## src/hdl/mmsl_pkg.sv

```systemverilog
`default_nettype none
package mmsl_pkg;

  // default offset bound of one text
  localparam int MAX_TEXT_BYTES_DEF = 65536;

  // depth of the token queue at the output
  localparam int TOKEN_QUEUE_DEPTH = 8;

  // most tokens that one byte can cause
  localparam int MAX_TOKENS_PER_BYTE = 3;

  // token kinds
  localparam logic [3:0] KIND_TEXT     = 4'd0;
  localparam logic [3:0] KIND_STAR     = 4'd1;
  localparam logic [3:0] KIND_PIPE     = 4'd2;
  localparam logic [3:0] KIND_DASH     = 4'd3;
  localparam logic [3:0] KIND_BANG     = 4'd4;
  localparam logic [3:0] KIND_LBRACKET = 4'd5;
  localparam logic [3:0] KIND_RBRACKET = 4'd6;
  localparam logic [3:0] KIND_LPAREN   = 4'd7;
  localparam logic [3:0] KIND_RPAREN   = 4'd8;
  localparam logic [3:0] KIND_BACKTICK = 4'd9;
  localparam logic [3:0] KIND_NEWLINE  = 4'd10;
  localparam logic [3:0] KIND_EOF      = 4'd11;

  // characters
  localparam logic [7:0] CHAR_DOLLAR   = 8'h24;
  localparam logic [7:0] CHAR_STAR     = 8'h2A;
  localparam logic [7:0] CHAR_PIPE     = 8'h7C;
  localparam logic [7:0] CHAR_DASH     = 8'h2D;
  localparam logic [7:0] CHAR_BANG     = 8'h21;
  localparam logic [7:0] CHAR_LBRACKET = 8'h5B;
  localparam logic [7:0] CHAR_RBRACKET = 8'h5D;
  localparam logic [7:0] CHAR_LPAREN   = 8'h28;
  localparam logic [7:0] CHAR_RPAREN   = 8'h29;
  localparam logic [7:0] CHAR_BACKTICK = 8'h60;
  localparam logic [7:0] CHAR_NEWLINE  = 8'h0A;

  // lexer modes
  typedef enum logic [2:0] {
    MODE_IDLE     = 3'd0,
    MODE_RUN      = 3'd1,
    MODE_DOLLAR   = 3'd2,
    MODE_SINGLE   = 3'd3,
    MODE_DOUBLE   = 3'd4,
    MODE_DOUBLE_D = 3'd5
  } lex_mode_t;

  typedef struct packed {
    logic [7:0] text_byte;
    logic       final_byte;
  } byte_item_t;

  typedef struct packed {
    logic [3:0]  token_kind;
    logic [15:0] token_start;
    logic [16:0] token_length;
    logic        position_overflow;
    logic        run_end;
  } token_item_t;

  // kind of a one-byte markup token, text for anything else
  function automatic logic [3:0] markup_kind(logic [7:0] b);
    logic [3:0] k;
    unique case (b)
      CHAR_STAR:     k = KIND_STAR;
      CHAR_PIPE:     k = KIND_PIPE;
      CHAR_DASH:     k = KIND_DASH;
      CHAR_BANG:     k = KIND_BANG;
      CHAR_LBRACKET: k = KIND_LBRACKET;
      CHAR_RBRACKET: k = KIND_RBRACKET;
      CHAR_LPAREN:   k = KIND_LPAREN;
      CHAR_RPAREN:   k = KIND_RPAREN;
      CHAR_BACKTICK: k = KIND_BACKTICK;
      CHAR_NEWLINE:  k = KIND_NEWLINE;
      default:       k = KIND_TEXT;
    endcase
    return k;
  endfunction

endpackage
`default_nettype wire

```

## src/hdl/markdown_math_span_lexer.sv

```systemverilog
`default_nettype none
// Markdown lexer with $...$ and $$...$$ math spans. It takes one text byte
// per transaction on the byte channel (final_byte marks the last byte of a
// text) and gives tokens (kind, start offset, length) on the token channel,
// run_end marking the last token caused by a byte. Each byte is decoded
// combinationally and its zero to three tokens are written at once into an
// eight-entry token queue, which gives one token per cycle when token_stall
// is low. A byte can be taken in every cycle while at least three queue
// entries are free; a byte that closes a run with a markup byte and ends the
// text makes the longest burst, three tokens. After the final byte all lexer
// state returns to reset for the next text. Offsets past MAX_TEXT_BYTES-1
// are held there and set position_overflow.
module markdown_math_span_lexer #(
  parameter int MAX_TEXT_BYTES = mmsl_pkg::MAX_TEXT_BYTES_DEF
) (
  input  wire                   clk,
  input  wire                   rst,
  input  wire                   byte_valid,
  output logic                  byte_stall,
  input  mmsl_pkg::byte_item_t  byte_item,
  output logic                  token_valid,
  input  wire                   token_stall,
  output mmsl_pkg::token_item_t token_item
);
  import mmsl_pkg::*;

  localparam int SW = $clog2(MAX_TEXT_BYTES);
  localparam int PW = SW + 1;
  localparam int WS = (SW > 16) ? SW : 16;
  localparam int WL = (PW > 17) ? PW : 17;
  localparam logic [PW-1:0] LIM = PW'(MAX_TEXT_BYTES - 1);
  localparam int QD = TOKEN_QUEUE_DEPTH;
  localparam int QPW = $clog2(QD);
  localparam int QCW = QPW + 1;
  localparam int NT = MAX_TOKENS_PER_BYTE;

  function automatic logic [15:0] to_start(logic [SW-1:0] v);
    logic [WS-1:0] w;
    w = WS'(v);
    return w[15:0];
  endfunction

  function automatic logic [16:0] to_len(logic [PW-1:0] v);
    logic [WL-1:0] w;
    w = WL'(v);
    return w[16:0];
  endfunction

  // lexer state
  lex_mode_t    mode;
  logic [PW-1:0] byte_position;
  logic [SW-1:0] span_start;
  logic          overflow_seen;

  lex_mode_t     mode_eff;
  lex_mode_t     mode_next;
  logic [SW-1:0] span_next;

  // token queue
  token_item_t   queue [QD];
  logic [QPW-1:0] head;
  logic [QPW-1:0] tail;
  logic [QCW-1:0] count;

  logic          accept;
  logic          pop;
  logic          over_now;
  logic          ov1;
  logic [PW-1:0] idx;
  logic [SW-1:0] idx_s;
  logic [PW-1:0] eofpos;
  logic          eof_over;
  logic [SW-1:0] eof_start;
  logic [PW-1:0] len_run;
  logic [PW-1:0] len_close;
  logic [PW-1:0] len_flush;
  logic [3:0]    kind;
  logic          is_dollar;
  logic          is_markup;
  token_item_t   res [NT];
  logic [1:0]    n;

  assign accept = byte_valid && !byte_stall;
  assign pop    = token_valid && !token_stall;

  // offset of this byte, held at the bound
  assign over_now  = byte_position > LIM;
  assign ov1       = overflow_seen | over_now;
  assign idx       = over_now ? LIM : byte_position;
  assign idx_s     = idx[SW-1:0];
  assign eofpos    = idx + PW'(1);
  assign eof_over  = eofpos > LIM;
  assign eof_start = eof_over ? LIM[SW-1:0] : eofpos[SW-1:0];

  // byte class
  assign kind      = markup_kind(byte_item.text_byte);
  assign is_dollar = byte_item.text_byte == CHAR_DOLLAR;
  assign is_markup = kind != KIND_TEXT;

  // span lengths
  assign len_run   = {1'b0, idx_s} - {1'b0, span_start};
  assign len_close = {1'b0, idx_s} + PW'(1) - {1'b0, span_start};
  assign len_flush = {1'b0, idx_s} + PW'(1) - {1'b0, span_next};

  // codes with no meaning act as idle
  always_comb begin
    mode_eff = mode;
    if (mode > MODE_DOUBLE_D) begin
      mode_eff = MODE_IDLE;
    end
  end

  // next mode and span start
  always_comb begin
    mode_next = mode_eff;
    span_next = span_start;
    unique case (mode_eff)
      MODE_IDLE: begin
        if (is_dollar) begin
          mode_next = MODE_DOLLAR;
          span_next = idx_s;
        end else if (!is_markup) begin
          mode_next = MODE_RUN;
          span_next = idx_s;
        end
      end
      MODE_RUN: begin
        if (is_dollar) begin
          mode_next = MODE_DOLLAR;
          span_next = idx_s;
        end else if (is_markup) begin
          mode_next = MODE_IDLE;
        end
      end
      MODE_DOLLAR: begin
        mode_next = is_dollar ? MODE_DOUBLE : MODE_SINGLE;
      end
      MODE_SINGLE: begin
        if (is_dollar) begin
          mode_next = MODE_IDLE;
        end
      end
      MODE_DOUBLE: begin
        if (is_dollar) begin
          mode_next = MODE_DOUBLE_D;
        end
      end
      MODE_DOUBLE_D: begin
        mode_next = is_dollar ? MODE_IDLE : MODE_DOUBLE;
      end
      default: begin
        mode_next = MODE_IDLE;
      end
    endcase
  end

  // tokens caused by this byte
  always_comb begin
    for (int i = 0; i < NT; i++) begin
      res[i] = '0;
    end
    n = 2'd0;
    unique case (mode_eff)
      MODE_IDLE: begin
        if (!is_dollar && is_markup) begin
          res[n] = '{kind, to_start(idx_s), 17'd1, ov1, 1'b0};
          n = n + 2'd1;
        end
      end
      MODE_RUN: begin
        if (is_dollar || is_markup) begin
          res[n] = '{KIND_TEXT, to_start(span_start), to_len(len_run), ov1, 1'b0};
          n = n + 2'd1;
        end
        if (!is_dollar && is_markup) begin
          res[n] = '{kind, to_start(idx_s), 17'd1, ov1, 1'b0};
          n = n + 2'd1;
        end
      end
      MODE_SINGLE, MODE_DOUBLE_D: begin
        if (is_dollar) begin
          res[n] = '{KIND_TEXT, to_start(span_start), to_len(len_close), ov1, 1'b0};
          n = n + 2'd1;
        end
      end
      default: begin
      end
    endcase
    // end of text: flush an open run or span, then eof
    if (byte_item.final_byte) begin
      if (mode_next != MODE_IDLE) begin
        res[n] = '{KIND_TEXT, to_start(span_next), to_len(len_flush), ov1, 1'b0};
        n = n + 2'd1;
      end
      res[n] = '{KIND_EOF, to_start(eof_start), 17'd0, ov1 | eof_over, 1'b0};
      n = n + 2'd1;
    end
    for (int i = 0; i < NT; i++) begin
      res[i].run_end = (2'(i) == n - 2'd1);
    end
  end

  // lexer state update
  always_ff @(posedge clk) begin
    if (rst) begin
      mode          <= MODE_IDLE;
      byte_position <= '0;
      span_start    <= '0;
      overflow_seen <= 1'b0;
    end else if (accept) begin
      if (byte_item.final_byte) begin
        mode          <= MODE_IDLE;
        byte_position <= '0;
        span_start    <= '0;
        overflow_seen <= 1'b0;
      end else begin
        mode          <= mode_next;
        byte_position <= idx + PW'(1);
        span_start    <= span_next;
        overflow_seen <= ov1;
      end
    end
  end

  // queue storage
  always_ff @(posedge clk) begin
    if (accept) begin
      for (int i = 0; i < NT; i++) begin
        if (2'(i) < n) begin
          queue[tail + QPW'(i)] <= res[i];
        end
      end
    end
  end

  // queue pointers and fill count
  always_ff @(posedge clk) begin
    if (rst) begin
      head  <= '0;
      tail  <= '0;
      count <= '0;
    end else begin
      if (accept) begin
        tail <= tail + QPW'(n);
      end
      if (pop) begin
        head <= head + QPW'(1);
      end
      count <= count + (accept ? QCW'(n) : QCW'(0)) - (pop ? QCW'(1) : QCW'(0));
    end
  end

  // channel outputs
  assign byte_stall  = count > QCW'(QD - NT);
  assign token_valid = count != '0;
  assign token_item  = queue[head];

endmodule
`default_nettype wire
```

## config.mk

```make
export PLATFORM = sky130hd
export DESIGN_NAME = markdown_math_span_lexer
export DESIGN_NICKNAME = d
export VERILOG_FILES = /design/src/hdl/mmsl_pkg.sv /design/src/hdl/markdown_math_span_lexer.sv
export SDC_FILE = /design/constraint.sdc
export NUM_CORES = 1
export LEC_CHECK = 0
export BUFFER_PORTS_ARGS = -buffer_cell sky130_fd_sc_hd__buf_4
export CORE_MARGIN = 10
export CORE_UTILIZATION = 45
export CTS_CLUSTER_DIAMETER = 100
export DETAILED_ROUTE_END_ITERATION = 6
export SLEW_MARGIN = 30
export SYNTH_ARGS = -nofsm -noshare
export SYNTH_HDL_FRONTEND = slang
export SYNTH_SLANG_ARGS = --single-unit
```

## constraint.sdc

```tcl
create_clock -name clk -period 13.1 [get_ports clk]
set_clock_uncertainty 0.1 [all_clocks]
set_input_delay 1.965 -clock clk [delete_from_list [all_inputs] [get_ports clk]]
set_output_delay 1.965 -clock clk [all_outputs]
set_load 0.01 [all_outputs]
```

==> results.sh <==
export IMPL_max_freq_mhz=117
export IMPL_end_kind="register"
export IMPL_grt_max_degree=61
export IMPL_cpLargestDelayFamily="compound AO/OA/AOI/OAI gates"
export IMPL_setup_viol=0
export IMPL_antenna_found_initial=1
export IMPL_synth_seq_cells=362
export IMPL_vias_per_cell=6.96
export IMPL_ctsHoldBuffers=0
export IMPL_ff2ff_path_depth=17
export IMPL_required_ns=13.28
export IMPL_overflow=0
export IMPL_dp_cells=3151
export IMPL_status="complete, no violations"
export IMPL_pin_count=54
export IMPL_netlist_instances=2518
export IMPL_critPathBufInv=5
export IMPL_drt_wirelength_per_cell_um=30.6
export IMPL_place_congestion=1.08
export IMPL_drive_gt1_share_pct=15.9
export IMPL_dr_total_vias=22500
export IMPL_power_density_nw_per_um2=138
export IMPL_drc=0
export IMPL_cts_buffers_inserted=42
export IMPL_antenna_cells=0
export IMPL_cpMaxStageDelayCell="o31a_1"
export IMPL_tritoncts="done"
export IMPL_dr_pass1_iters=6
export IMPL_synth_avg_cell_area_um2=9.68
export IMPL_post_cts_resized=0
export IMPL_die_h_um=253
export IMPL_clock_path_buffers=3
export IMPL_cp_max_fo=29
export IMPL_min_delay_path_depth=2
export IMPL_criticalPathCategory="in2reg"
export IMPL_crit_chain="buf_4 > or3_1 > or3b_1 > o32a_1 > o211ai_2 > nand2_1 > inv_1 > ha_1 > o21ai_0 > inv_1 > ha_1 > nand2b_1 > o31a_1 > clkinv_1 > and4_1 > buf_4 > a22oi_1 > or2_2 > o21ai_0"
export IMPL_cts_setup_buffers=0
export IMPL_synth_edf_count=312
export IMPL_peakVddDrop_v=0.0000898
export IMPL_period_needed_ns=8.55
export IMPL_rows=85
export IMPL_htree_num_levels=2
export IMPL_ys_types=85
export IMPL_core_um2=53700
export IMPL_synth_fp_nets=2602
export IMPL_synth_flop_cell="edfxtp_1"
export IMPL_clk_pin_slew_ns=0.06
export IMPL_rsz0062_at_grt="false"
export IMPL_drt_iter0_markers=3530
export IMPL_grt_use_total_pct=30.1
export IMPL_syn_area_um2=24400
export IMPL_drv_cap=0
export IMPL_wl_um=98900
export IMPL_dieArea_um2=63800
export IMPL_leakage_uw=0.00934
export IMPL_cp_depth=19
export IMPL_numPortBuffers=53
export IMPL_worstPathArrival_ns=8.73
export IMPL_cts_root_buf="clkbuf_16"
export IMPL_period_share_pct=65.2
export IMPL_hold_viol=0
export IMPL_dp_hpwl_um=68200
export IMPL_critPathMaxStageDelay_ns=0.82
export IMPL_relSlewSlack_pct=26.0
export IMPL_layout_nets=2587
export IMPL_yosys_warnings=0
export IMPL_final_common_cell="edfxtp_1"
export IMPL_synthArstFlopShare_pct=0
export IMPL_grt_pass1_wl_um=143000
export IMPL_die_w_um=253
export IMPL_tns_ns=0
export IMPL_synth_seq_area_share_pct=42.6
export IMPL_hold_class="reg2reg"
export IMPL_drv_slew=0
export IMPL_insertion_delay_ns=0.58
export IMPL_antenna_left=0
export IMPL_tightest_slew_ns=1.10
export IMPL_cts_sinks=362
export IMPL_stdcell_count=3233
export IMPL_mostFrequentLayoutCells="edfxtp_1, o21ai_0, nor2_1, nand2_1, a21oi_1"
export IMPL_start_kind="input port"
export IMPL_fillers=4836
export IMPL_grt_pass1_vias=21200
export IMPL_start_util_pct=45.4
export IMPL_syn_to_final_growth_pct=11.4
[flip-flops by register name, indices dropped and copies added (netlist names), named ones only]
| signal | cells |
|---|---|
| overflow_seen | 1 |
| byte_position | 17 |
| mode | 3 |
| count | 4 |
| head | 3 |
| span_start | 16 |
| tail | 3 |
| queue | 312 |
[through the flow]
stage	area (um^2)	worst slack [ns]	utilization, %	total power, uW	hold WS, ns
after global placement	25500	4.38	47.6	2500	0.415
after detailed placement	25600	4.13	47.7	2510	0.411
after global routing	27100	4.18	50.5	3870	0.462
final	27100	4.55	50.5	3730	0.433
after CTS	27000	4.73	50.3	3720	0.429
after floorplan	24400	4.18	-	2130	0.366
[routing by layer]
layer	global-route usage (%)	wire length [um]	vias up
li1	-	-	9672
met1	40.0	38400	11000
met2	45.9	43500	1551
met3	6.90	11800	317
met4	14.2	5060	0
met5	0	0	-
[cells by family (layout without fill, tap and decap cells)]
| family | count (synthesis) | count (layout) | share of synthesized area, % |
|---|---|---|---|
| AOI/OAI and AO/OA | 887 | 887 | 22.8 |
| xor gates and xnor gates | 49 | 49 | 1.76 |
| adders and majority gates | 72 | 72 | 3.84 |
| buffers and inverters | 264 | 283 | 4.41 |
| DFF | 362 | 362 | 42.6 |
| muxes | 151 | 151 | 10.4 |
| and+or+nand+nor | 733 | 733 | 14.2 |
[cells in the mapped netlist, types with 24 or more instances]
cell      number  share of area [%]
buf_2         28               0.58
dfxtp_1       50                4.1
inv_1         70                1.1
ha_1          66                3.4
nor3_1        51                1.0
mux4_2        78                7.2
nand3_1       41               0.84
mux2i_1       31                1.3
o22ai_1      107                2.7
o21ai_0      245                5.0
nand2_1      227                3.5
a211oi_1      46                1.4
xnor2_1       28                1.0
o211ai_1      77                2.4
mux2_2        42                1.9
o21ai_1       24               0.49
a22oi_1       55                1.7
edfxtp_1     312                 38
nor2_1       230                3.5
clkbuf_1     135                2.1
a21oi_1      181                3.7
nand2b_1      28               0.72
[worst min-delay path, stage by stage, from the launching register on]
cell,delay (ns)
dfxtp_1,0.36
nand2_1,0.07
a21oi_1,0.05
[cell type report]
class                           count  area, um^2  share of cell area [%]
Clock buffer                       53        1120                    4.14
Clock inverter                     25         287                    1.06
Timing Repair Buffer              134        1000                    3.68
Tap cell                          696         871                    3.21
Inverter                           71         267                   0.982
Multi-Input combinational cell   1892       13200                    48.7
Sequential cell                   362       10400                    38.3
[power breakdown]
group	internal, uW	total [uW]	switching (uW)	leakage (uW)
Sequential	1340	1370	29.7	0.00340
Combinational	472	1130	661	0.00526
Clock	713	1230	513	0.000685
Total	2530	3730	1200	0.00934
[path summary, 6_finish.rpt]
check | startpoint | to | slack [ns]
worst max-delay path | byte_item[1] | queue[2][6] | 4.55
worst min-delay path | byte_position[4] | byte_position[4] | 0.43
worst max register to register | mode[1] | queue[2][6] | 6.45
worst min register to register | byte_position[4] | byte_position[4] | 0.43
(Power assumes the default switching activity.)
